==> config.mk <==
export PLATFORM = sky130hd
export DESIGN_NAME = crc32c_frame_checker_core
export DESIGN_NICKNAME = d
export VERILOG_FILES = /design/src/sv/cfc_pkg.sv /design/src/sv/cfc_regs.sv /design/src/sv/crc32c_frame_checker_core.sv
export SDC_FILE = /design/constraint.sdc
export NUM_CORES = 2
export LEC_CHECK = 0
export BUFFER_PORTS_ARGS = -buffer_cell sky130_fd_sc_hd__buf_2
export CORE_MARGIN = 8
export CORE_UTILIZATION = 30
export CTS_CLUSTER_SIZE = 10
export DETAILED_ROUTE_END_ITERATION = 12
export GPL_ROUTABILITY_DRIVEN = 1
export GPL_TIMING_DRIVEN = 0
export PLACE_DENSITY_LB_ADDON = 0.15
export SYNTH_ARGS = -nofsm -noshare
export SYNTH_HDL_FRONTEND = slang
export SYNTH_SLANG_ARGS = --single-unit
==> constraint.sdc <==
create_clock -name clk -period 12.9 [get_ports clk]
set_input_delay 3.225 -clock clk [delete_from_list [all_inputs] [get_ports clk]]
set_output_delay 3.225 -clock clk [all_outputs]
set_load 0.02 [all_outputs]
==> src/sv/cfc_pkg.sv <==
// Shared types, constants and the CRC-32C byte update for the frame checker.
// No dependencies; imported by cfc_regs, crc32c_frame_checker_core, cfc_tb_pkg and tb_top.
package cfc_pkg;

	// Frame layout, offsets within the header
	localparam int HEADER_BYTES  = 28;
	localparam int TRAILER_BYTES = 4;
	localparam int OFS_VERSION   = 4;
	localparam int OFS_TYPE      = 6;
	localparam int OFS_FLAGS     = 8;
	localparam int OFS_CORR      = 12;
	localparam int OFS_LENGTH    = 20;
	localparam int OFS_HCRC      = 24;

	localparam int POS_W = 34;
	localparam logic [POS_W-1:0] POS_MAX = '1;

	localparam logic [31:0] CRC_POLY = 32'h82F6_3B78;
	localparam logic [31:0] CRC_INIT = 32'hFFFF_FFFF;

	// Register map, word index on paddr[4:2]
	localparam int ADDR_W = 5;
	localparam logic [2:0] REG_MAGIC       = 3'd0;
	localparam logic [2:0] REG_VERSION     = 3'd1;
	localparam logic [2:0] REG_TYPE_LOWEST = 3'd2;
	localparam logic [2:0] REG_TYPE_LIMIT  = 3'd3;
	localparam logic [2:0] REG_MAX_PAYLOAD = 3'd4;

	typedef enum logic [3:0] {
		ST_OK          = 4'd0,
		ST_SHORT       = 4'd1,
		ST_MAGIC       = 4'd2,
		ST_VERSION     = 4'd3,
		ST_TYPE        = 4'd4,
		ST_TOO_LONG    = 4'd5,
		ST_LEN_MISMATCH = 4'd6,
		ST_HEADER_CRC  = 4'd7,
		ST_PAYLOAD_CRC = 4'd8
	} status_t;

	typedef struct packed {
		logic [31:0] magic_word;
		logic [15:0] expected_version;
		logic [15:0] type_lowest;
		logic [15:0] type_limit;
		logic [31:0] max_payload;
	} cfg_t;

	// Reflected CRC-32C, one byte folded in, bit at a time
	function automatic logic [31:0] crc32c_byte(input logic [31:0] crc, input logic [7:0] b);
		logic [31:0] c;
		c = crc ^ {24'd0, b};
		for (int i = 0; i < 8; i++) begin
			c = c[0] ? ((c >> 1) ^ CRC_POLY) : (c >> 1);
		end
		return c;
	endfunction

endpackage

==> src/sv/cfc_regs.sv <==
// Configuration register file behind the APB-style port.
// Depends on cfc_pkg for the register map and the cfg_t bundle.
module cfc_regs import cfc_pkg::*; (
	input  logic              clk,
	input  logic              arst_n,
	input  logic              psel,
	input  logic              penable,
	input  logic              pwrite,
	input  logic [ADDR_W-1:0] paddr,
	input  logic [31:0]       pwdata,
	output logic [31:0]       prdata,
	output cfg_t              cfg
);

	logic       wr_en;
	logic [2:0] widx;

	assign wr_en = psel && penable && pwrite;
	assign widx  = paddr[ADDR_W-1:2];

	// Write on the access phase
	always_ff @(posedge clk or negedge arst_n) begin
		if (!arst_n) begin
			cfg.magic_word       <= 32'd0;
			cfg.expected_version <= 16'd1;
			cfg.type_lowest      <= 16'd0;
			cfg.type_limit       <= 16'd24;
			cfg.max_payload      <= 32'd1048576;
		end else if (wr_en) begin
			unique case (widx)
				REG_MAGIC:       cfg.magic_word       <= pwdata;
				REG_VERSION:     cfg.expected_version <= pwdata[15:0];
				REG_TYPE_LOWEST: cfg.type_lowest      <= pwdata[15:0];
				REG_TYPE_LIMIT:  cfg.type_limit       <= pwdata[15:0];
				REG_MAX_PAYLOAD: cfg.max_payload      <= pwdata;
				default: ;
			endcase
		end
	end

	// Read back
	always_comb begin
		unique case (widx)
			REG_MAGIC:       prdata = cfg.magic_word;
			REG_VERSION:     prdata = {16'd0, cfg.expected_version};
			REG_TYPE_LOWEST: prdata = {16'd0, cfg.type_lowest};
			REG_TYPE_LIMIT:  prdata = {16'd0, cfg.type_limit};
			REG_MAX_PAYLOAD: prdata = cfg.max_payload;
			default:         prdata = 32'd0;
		endcase
	end

endmodule

==> src/sv/crc32c_frame_checker_core.sv <==
// CRC-32C frame checker: header decode, payload pass-through, end-of-frame status.
// Depends on cfc_pkg and cfc_regs.
//
//   channel | direction | handshake              | payload
//   --------+-----------+------------------------+---------------------------------------------
//   in      | sink      | in_valid / in_stall    | data_byte, frame_end
//   out     | source    | out_valid / out_stall  | kind, payload_byte, status, message_type,
//           |           |                        | frame_flags, correlation, payload_length
//   cfg     | sink      | psel/penable/pready    | paddr, pwdata, prdata
//
// One byte per cycle sustained while the result register is not stalled. A beat lands in the
// input register, then a single pass of CRC update, field capture and checks fills
// the result register. Reset clears frame state and loads register defaults.
// in_stall rises only when the input register holds a beat and the result register
// is full and stalled; a beat that yields no result still needs the result slot free.
module crc32c_frame_checker_core import cfc_pkg::*; (
	input  logic              clk,
	input  logic              arst_n,
	// input channel
	input  logic              in_valid,
	output logic              in_stall,
	input  logic [7:0]        data_byte,
	input  logic              frame_end,
	// output channel
	output logic              out_valid,
	input  logic              out_stall,
	output logic              kind,
	output logic [7:0]        payload_byte,
	output logic [3:0]        status,
	output logic [15:0]       message_type,
	output logic [31:0]       frame_flags,
	output logic [63:0]       correlation,
	output logic [31:0]       payload_length,
	// configuration
	input  logic              psel,
	input  logic              penable,
	input  logic              pwrite,
	input  logic [ADDR_W-1:0] paddr,
	input  logic [31:0]       pwdata,
	output logic [31:0]       prdata,
	output logic              pready
);

	cfg_t cfg;

	cfc_regs u_regs (
		.clk     (clk),
		.arst_n  (arst_n),
		.psel    (psel),
		.penable (penable),
		.pwrite  (pwrite),
		.paddr   (paddr),
		.pwdata  (pwdata),
		.prdata  (prdata),
		.cfg     (cfg)
	);

	assign pready = 1'b1;

	// Input register
	logic       valid_s1;
	logic [7:0] byte_s1;
	logic       end_s1;
	logic       adv;

	// Frame state
	logic [POS_W-1:0] pos_q;
	logic [31:0]      hcrc_run_q, pcrc_run_q;
	logic [31:0]      magic_q, flags_q, length_q, hcrc_q, trailer_q;
	logic [15:0]      version_q, type_q;
	logic [63:0]      corr_q;

	logic [31:0]      hcrc_run_nx, pcrc_run_nx;
	logic [31:0]      magic_nx, flags_nx, length_nx, hcrc_nx, trailer_nx;
	logic [15:0]      version_nx, type_nx;
	logic [63:0]      corr_nx;

	logic [4:0]       k;
	logic             in_hdr, is_payload, in_trailer;
	logic [POS_W-1:0] pend, tend, toff;
	logic [POS_W:0]   total, expect_len;
	status_t          stat;
	logic             emit;

	assign adv      = valid_s1 && (!out_valid || !out_stall);
	assign in_stall = valid_s1 && !adv;

	// Load a new beat whenever the input register is empty or draining
	always_ff @(posedge clk or negedge arst_n) begin
		if (!arst_n) begin
			valid_s1 <= 1'b0;
		end else if (in_valid && !in_stall) begin
			valid_s1 <= 1'b1;
		end else if (adv) begin
			valid_s1 <= 1'b0;
		end
	end

	always_ff @(posedge clk) begin
		if (in_valid && !in_stall) begin
			byte_s1 <= data_byte;
			end_s1  <= frame_end;
		end
	end

	// Locate the byte within the frame
	assign k          = pos_q[4:0];
	assign in_hdr     = (pos_q < POS_W'(HEADER_BYTES));
	assign pend       = POS_W'(HEADER_BYTES) + {{(POS_W-32){1'b0}}, length_q};
	assign tend       = pend + POS_W'(TRAILER_BYTES);
	assign is_payload = !in_hdr && (pos_q < pend);
	assign in_trailer = !in_hdr && !is_payload && (pos_q < tend);
	assign toff       = pos_q - pend;

	// Capture header fields, trailer and running CRCs
	always_comb begin
		hcrc_run_nx = hcrc_run_q;
		pcrc_run_nx = pcrc_run_q;
		magic_nx    = magic_q;
		version_nx  = version_q;
		type_nx     = type_q;
		flags_nx    = flags_q;
		corr_nx     = corr_q;
		length_nx   = length_q;
		hcrc_nx     = hcrc_q;
		trailer_nx  = trailer_q;
		if (in_hdr) begin
			if (k < 5'(OFS_HCRC)) begin
				hcrc_run_nx = crc32c_byte(hcrc_run_q, byte_s1);
			end
			if (k < 5'(OFS_VERSION)) begin
				magic_nx[{k[1:0], 3'b000} +: 8] = byte_s1;
			end else if (k < 5'(OFS_TYPE)) begin
				version_nx[{k[0], 3'b000} +: 8] = byte_s1;
			end else if (k < 5'(OFS_FLAGS)) begin
				type_nx[{k[0], 3'b000} +: 8] = byte_s1;
			end else if (k < 5'(OFS_CORR)) begin
				flags_nx[{k[1:0], 3'b000} +: 8] = byte_s1;
			end else if (k < 5'(OFS_LENGTH)) begin
				corr_nx[{3'(k - 5'(OFS_CORR)), 3'b000} +: 8] = byte_s1;
			end else if (k < 5'(OFS_HCRC)) begin
				length_nx[{k[1:0], 3'b000} +: 8] = byte_s1;
			end else begin
				hcrc_nx[{k[1:0], 3'b000} +: 8] = byte_s1;
			end
		end else if (is_payload) begin
			pcrc_run_nx = crc32c_byte(pcrc_run_q, byte_s1);
		end else if (in_trailer) begin
			trailer_nx[{toff[1:0], 3'b000} +: 8] = byte_s1;
		end
	end

	// Checks in priority order, on the state after this byte
	assign total      = {1'b0, pos_q} + (POS_W+1)'(1);
	assign expect_len = (POS_W+1)'(HEADER_BYTES + TRAILER_BYTES)
		+ {{(POS_W-31){1'b0}}, length_nx};

	always_comb begin
		if (total < (POS_W+1)'(HEADER_BYTES + TRAILER_BYTES)) begin
			stat = ST_SHORT;
		end else if (magic_nx != cfg.magic_word) begin
			stat = ST_MAGIC;
		end else if (version_nx != cfg.expected_version) begin
			stat = ST_VERSION;
		end else if (type_nx < cfg.type_lowest || type_nx >= cfg.type_limit) begin
			stat = ST_TYPE;
		end else if (length_nx > cfg.max_payload) begin
			stat = ST_TOO_LONG;
		end else if (total != expect_len) begin
			stat = ST_LEN_MISMATCH;
		end else if (~hcrc_run_nx != hcrc_nx) begin
			stat = ST_HEADER_CRC;
		end else if (~pcrc_run_nx != trailer_nx) begin
			stat = ST_PAYLOAD_CRC;
		end else begin
			stat = ST_OK;
		end
	end

	assign emit = end_s1 || is_payload;

	// Advance frame state; clear it after the final byte
	always_ff @(posedge clk or negedge arst_n) begin
		if (!arst_n) begin
			pos_q      <= '0;
			hcrc_run_q <= CRC_INIT;
			pcrc_run_q <= CRC_INIT;
			magic_q    <= '0;
			version_q  <= '0;
			type_q     <= '0;
			flags_q    <= '0;
			corr_q     <= '0;
			length_q   <= '0;
			hcrc_q     <= '0;
			trailer_q  <= '0;
		end else if (adv) begin
			if (end_s1) begin
				pos_q      <= '0;
				hcrc_run_q <= CRC_INIT;
				pcrc_run_q <= CRC_INIT;
				magic_q    <= '0;
				version_q  <= '0;
				type_q     <= '0;
				flags_q    <= '0;
				corr_q     <= '0;
				length_q   <= '0;
				hcrc_q     <= '0;
				trailer_q  <= '0;
			end else begin
				if (pos_q != POS_MAX) begin
					pos_q <= pos_q + POS_W'(1);
				end
				hcrc_run_q <= hcrc_run_nx;
				pcrc_run_q <= pcrc_run_nx;
				magic_q    <= magic_nx;
				version_q  <= version_nx;
				type_q     <= type_nx;
				flags_q    <= flags_nx;
				corr_q     <= corr_nx;
				length_q   <= length_nx;
				hcrc_q     <= hcrc_nx;
				trailer_q  <= trailer_nx;
			end
		end
	end

	// Result register: load on advance, empty for a beat with no result; drop once taken
	always_ff @(posedge clk or negedge arst_n) begin
		if (!arst_n) begin
			out_valid <= 1'b0;
		end else if (adv) begin
			out_valid <= emit;
		end else if (!out_stall) begin
			out_valid <= 1'b0;
		end
	end

	always_ff @(posedge clk) begin
		if (adv && emit) begin
			if (end_s1) begin
				kind           <= 1'b1;
				payload_byte   <= 8'd0;
				status         <= stat;
				message_type   <= type_nx;
				frame_flags    <= flags_nx;
				correlation    <= corr_nx;
				payload_length <= length_nx;
			end else begin
				kind           <= 1'b0;
				payload_byte   <= byte_s1;
				status         <= ST_OK;
				message_type   <= '0;
				frame_flags    <= '0;
				correlation    <= '0;
				payload_length <= '0;
			end
		end
	end

	// Checks on the block's own control
	a_stall_needs_beat: assert property (@(posedge clk) disable iff (!arst_n)
		in_stall |-> (valid_s1 && out_valid && out_stall))
		else $error("input stalled without a blocked beat");

	a_hold_s1: assert property (@(posedge clk) disable iff (!arst_n)
		in_stall |=> (valid_s1 && $stable(byte_s1) && $stable(end_s1)))
		else $error("input register changed while stalled");

	a_frame_restart: assert property (@(posedge clk) disable iff (!arst_n)
		(adv && end_s1) |=> (pos_q == '0 && hcrc_run_q == CRC_INIT))
		else $error("frame state not cleared after final byte");

	a_payload_clean: assert property (@(posedge clk) disable iff (!arst_n)
		(out_valid && !kind) |-> (status == ST_OK && payload_length == 32'd0))
		else $error("payload result carries status fields");

	a_status_no_byte: assert property (@(posedge clk) disable iff (!arst_n)
		(out_valid && kind) |-> (payload_byte == 8'd0))
		else $error("status result carries a payload byte");

endmodule

; ---- Yosys cells after proc, flatten, opt, wreduce, memory -nomap -nowiden
; Index checks and enable logic that the tools add are counted.
[totals]
elab_cells = 215
regBits = 634
mem_bits_ro = 0
latch_bits = 0
mem_count = 0
in_bits = 53
out_inout_bits = 192
ramBits = 0
[op_classes]
n_bitwise = 21
n_reduce_logical = 30
mux = 91
shifts = 8
add_sub_neg = 11
n_eq_ne = 11
div = 0
multipliers = 0
n_lt_le_gt_ge = 13
[ops]
columns = op, count
row1 = 32-bit 2-to-1 mux, 51
row2 = 64-bit 2-to-1 mux, 7
row3 = 16-bit inverter with 17-bit output, 16
row4 = 32-bit bitwise mux, 5
row5 = 32-bit one-hot mux with 5 select lines, 1
row6 = 16-bit 2-to-1 mux, 9
row7 = 32-bit != test, 3
row8 = 34-bit 2-to-1 mux, 2
row9 = 64-bit bitwise mux, 1
row10 = 32-bit inverter, 2
row11 = "8-bit by 7-bit variable shift with 32-bit output, first input constant", 2
row12 = "8-bit by 8-bit variable shift with 64-bit output, first input constant", 1
row13 = 8-bit by 7-bit variable part select with 32-bit output, 2
row14 = 8-bit by 8-bit variable part select with 64-bit output, 1
row15 = 32-bit by 8-bit bitwise XOR with 32-bit output, 2
row16 = "34-bit by 1-bit adder with 35-bit output, second input constant", 1
row17 = "35-bit by 6-bit < comparator with 1-bit output, second input constant", 1
row18 = 35-bit by 33-bit != test with 1-bit output, 1
row19 = "33-bit by 3-bit adder with 34-bit output, second input constant", 1
row20 = "34-bit by 1-bit adder with 34-bit output, second input constant", 1
row21 = 34-bit by 33-bit < comparator with 1-bit output, 1
row22 = 34-bit < comparator, 1
row23 = "34-bit by 5-bit < comparator with 1-bit output, second input constant", 1
row24 = "34-bit != test, second input constant", 1
row25 = other kinds (35), 71

; ---- Logic depth before layout (Yosys ltp)
[logic_depth]
word_depth = 29
mapped_depth = 30
ltp_nobuf = 27

; ---- Modules after synthesis
; From an unflattened synthesis, not the netlist that was laid out.
[hier_totals]
hier_cells = 4263
hier_area_um2 = 39773.1
[modules_own_cells]
columns = module, cells_each, seq_area_each_um2, instances, area_each_um2
row1 = crc32c_frame_checker_core, 3904, 13973.4, 1, 34718.3
row2 = cfc_regs, 359, 2807.7, 1, 5054.8

; ---- Worst setup path before layout
; OpenSTA, ideal clock, no wires.
[synth_path]
path_type = register -> register
start = register length_q[2]
end = register correlation[0] (enable)
required_ps = 12224
arrival_ps = 11178
synth_period_minus_slack_ps = 11853
setup_ps = 676
path_slack_ps = 1047
path_buffers = 4
stages_incl_launch_ff = 23
path_cell_list = dfrtp_1 -> clkbuf_1 -> inv_1 -> ha_1 -> nand2b_1 -> and4_1 -> clkbuf_1 -> nand3_1 -> nor2_1 -> nand2_1 -> nor2_1 -> nand3_1 -> xor2_1 -> ha_1 -> a21o_1 -> a211o_1 -> a2111oi_0 -> a21oi_1 -> nor2_1 -> clkbuf_1 -> clkbuf_1 -> nor2_1 -> nor2_1
[synth_via]
elab_chain_cells = 5
[synth_rtl]
columns = element, line_no
row1 = from (decl), crc32c_frame_checker_core.sv:69  ; logic [31:0] magic_q, flags_q, length_q, hcrc_q, trailer_q;
row2 = from (signal assigned), crc32c_frame_checker_core.sv:220  ; length_q <= length_nx;
row3 = 5-bit by 32-bit adder with 33-bit output, crc32c_frame_checker_core.sv:109  ; assign pend = POS_W'(HEADER_BYTES) + {{(POS_W-32){1'b0}}, length_q};
row4 = 34-bit by 33-bit < comparator with 1-bit output, crc32c_frame_checker_core.sv:111  ; assign is_payload = !in_hdr && (pos_q < pend);
row5 = 1-bit logical AND, crc32c_frame_checker_core.sv:111
row6 = 1-bit logical OR, crc32c_frame_checker_core.sv:180  ; assign emit = end_s1 || is_payload;
row7 = 1-bit logical AND, crc32c_frame_checker_core.sv:239  ; if (adv && emit) begin
row8 = to (signal assigned), crc32c_frame_checker_core.sv:246  ; correlation <= corr_nx;
row9 = to (decl), crc32c_frame_checker_core.sv:32  ; output logic [63:0] correlation,
; No other way between the ends.
; A chain may end at the register's enable or synchronous reset.

; ---- Worst setup path in the final report
[layout_path]
start = register length_q[2]
end = register status[3] (data pin)
[layout_via]
elab_chain_cells = 11
word_cells_on_any_way = 28
cone_classes = 3 x add/sub / 3 x order compare / 2 x eq/ne / 14 x mux / 1 x bitwise / 5 x reduce/logical
[layout_rtl]
columns = element, line_no
row1 = "parallel branches: the longest is 11 deep, another holds 33-bit by 3-bit adder with 34-bit output", -
row2 = to (signal assigned), crc32c_frame_checker_core.sv:243  ; status <= stat;
row3 = to (decl), crc32c_frame_checker_core.sv:29  ; output logic [3:0] status,
; Several ways; the timed one is not identified.

==> results.yml <==
clock_tree:
  cts.sink_count: 634
  cts_buffer_depth: 3
  clkTransAtPathRegs_ps: 60
  cts_setup_buffers: 0
  root_buffer: "clkbuf_16"
  clk_latency_ps: 700
  cts_made_buffers: 83
  cts_resized: 0
  cts_tree: "done"
  htreeDepth: 3
  cts_hold_buffers: 0
detailed_routing:
  drt_drc_violations_left: 0
  drtPass1Iterations: 6
  wl_met1_mm: 75.96
  drtIter0Drc: 3543
  wl_mm: 170.3
  top_layer_used: "met5"
  route.met3.wl_mm: 13.26
  ant_nets: 0
  vias_per_cell: 5.446
  vias: 34580
  wl_met2_mm: 74.84
  post_drt_wl_per_cell_um: 26.82
job:
  maxCapViolCount: 1
pwr:
  power_frac_seq_pct: 33.0
  p_clk_share_pct: 29.5
  total_power_mw: 8.195
  p_int_mw: 5.073
  vdd_ir_drop_max_mv: 0.1307
  switching_share_pct: 38.10
  power.density_mw_per_mm2: 177.8
  leakage_nw: 19.14
  combPwrFrac_pct: 37.5
  switching_power_mw: 3.123
synth:
  synth_flop_cell: "dfrtp_1"
  synthTopCellsByArea: "dfrtp_1 25%, edfxtp_1 13%, xnor2_1 5.3%"
  postSynthCellCount: 4178
  synth_most_common_cell: "nand2_1"
  syn_area_mm2: 0.03952
  synth_top_cell_by_area: "dfrtp_1"
  synth_top_area_share_pct: 25.33
  synth-edff-count: 166
  async_flop_share_pct: 73.82
  synth_seq_area_share_pct: 42.46
  ys_types: 96
  synth_warnings: 0
  syn_area_per_cell_um2: 9.459
  ys_ff_latch: 634
  synth_common_cells: "463 x nand2_1, 400 x dfrtp_1, 368 x o21ai_0, 347 x nor2_1, 251 x clkbuf_1"
worst_setup_path:
  crit_type: "reg2reg"
  crit_path_max_incr_delay_ps: 1140
  cp.arrival_ps: 9890
  worstPathRequired_ps: 13280
  r2r_slack_ps: 3400
  worst_setup_path_start_kind: "flip-flop"
  crit_slowest_cell: "nor4_1"
  cp_common_cell: "nand4_1"
  crit_path_max_fanout: 9
  end_kind: "flip-flop"
sta:
  worst_pin_slew_ps: 1526
  rsz0062_at_grt: "no"
  timing.final.hold_violations: 0
  setup_viol: 0
  fin_crit_sh_pct: 73.67
  layout_setup_ws_ps: 3396
  drv_slew: 11
  layout_min_cycle_time_ps: 9504
  fin_worst_skew_ps: 41.37
  max_freq_ghz: 0.1052
  maxSlewHeadroom_pct: -1.722
  fin_hold_ws_ps: 458.0
floorplanning:
  die_area_mm2: 0.1436
  core_area_mm2: 0.1311
  die_w_um: 379.0
  ios: 245
  initial_core_util_pct: 30.14
  die_y_um: 379.0
  rows: 133
global_route:
  grt_use_total_pct: 22.90
  grt_first_pass_wirelength_mm: 242.4
  antenna_found_initial: 17
  grt_pass1_vias: 33370
  grt_max_degree: 103
  grt-ovfl-total: 0
run_status:
  status: "finished with violations"
  violations: "capacitance limit, slew limit"
cells_and_area:
  fillCellCount: 13720
  final_layout_size_suffix_gt1_share_pct: 13.84
  area_delta_synth_final_pct: 16.65
  final_nets: 4716
placed_design:
  dp_hpwl_mm: 130.1
  dpl_worst_slack_ps: 3510
  gp_congestion: 0.9546
  portBuffers: 240
hold_path:
  min_path_type: "reg2reg"
==> kinds of logic after synthesis <==
| group | Yosys count | synth area share (%) |
|---|---|---|
| simple gates | 1232 | 14.77 |
| compound gates | 1029 | 16.15 |
| flops | 634 | 42.46 |
| buf+inv | 426 | 4.290 |
| xor+xnor | 407 | 9.665 |
| mux | 307 | 8.149 |
| fa+ha+maj | 142 | 4.515 |
| other cells | 1 | 0.009488 |
==> metal layers <==
layer,global-route usage [%],vias to the layer above
met5,0,-
met4,7.598,10
met3,4.978,288
met2,35.09,1395
met1,32.00,17260
li1,-,15630
==> cell usage in the layout (no fill, tap or decap), types with 17 or more instances in the layout <==
cell type	instances
nand2_1	463
dfrtp_1	400
o21ai_0	368
nor2_1	346
clkbuf_1	281
buf_2	253
a22oi_1	244
xnor2_1	239
mux2i_1	199
a21oi_1	187
edfxtp_1	166
xor2_1	146
ha_1	141
inv_1	134
mux2_2	104
clkbuf_16	84
nand3_1	78
nand4_1	75
dfstp_2	68
o22ai_1	48
and2_1	44
nor3_1	43
nor4_1	29
a21o_1	28
o31ai_1	26
and3_1	22
nor2b_1	20
o22a_1	20
clkbuf_8	18
nand2b_1	17
==> registers in the layout, summed over array words and instances, names as in the netlist, 34 cells and up <==
signal	cells
u_regs.cfg	112
corr_q	64
pos_q	34
correlation	64
==> final timing paths <==
check / start / endpoint / cells after the start
worst min register to register: end_s1 / kind / 0
max in group asynchronous: arst_n / corr_q[25] / 4
min in group asynchronous: arst_n / u_regs.cfg[110] / 1
worst max register to register: length_q[2] / status[3] / 28
worst min-delay path: end_s1 / kind / 0
worst max-delay path: length_q[2] / status[3] / 28
==> worst max-delay path: cells and delay by family, from the launching register on <==
kind | cells | cell delay [ps]
AO/OA/AOI/OAI | 6 | 2420
buffers and inverters | 3 | 750
AND/OR/NAND/NOR | 15 | 4690
flip-flops | 1 | 350
adder cells (fa/ha/maj) | 2 | 580
XOR/XNOR | 2 | 360
==> through the flow <==
step / util, % / area [um^2] / setup TNS, ps / std cells
floorplan: - / 39530 / 0 / 4179
global placement: 32.73 / 42920 / -1888980 / 6174
detailed placement: 33.00 / 43280 / 0 / 6191
CTS: 35.14 / 46080 / 0 / 6344
global route: 35.15 / 46090 / 0 / 6344
finish: 35.16 / 46100 / 0 / 6349
==> final cells by class <==
type / count / area (um^2) / share of cell area [%]
Sequential cell: 634 / 16780 / 36.40
Tap cell: 1755 / 2196 / 4.763
Multi-Input combinational cell: 3119 / 21100 / 45.77
Clock buffer: 134 / 2470 / 5.357
Antenna cell: 5 / 12.51 / 0.02714
Inverter: 136 / 510.5 / 1.107
Clock inverter: 19 / 326.6 / 0.7084
Timing Repair Buffer: 257 / 1514 / 3.284
Buffer: 290 / 1189 / 2.578
==> power by group through the flow <==
stage,registers (mW),logic (mW),clock network [mW]
after floorplan,2.68,2.11,0
after global routing,2.74,3.28,2.54
after CTS,2.70,3.04,2.47
after detailed placement,2.74,3.03,0
final,2.71,3.07,2.41
after global placement,2.75,3.01,0
(Power assumes the default switching activity.)
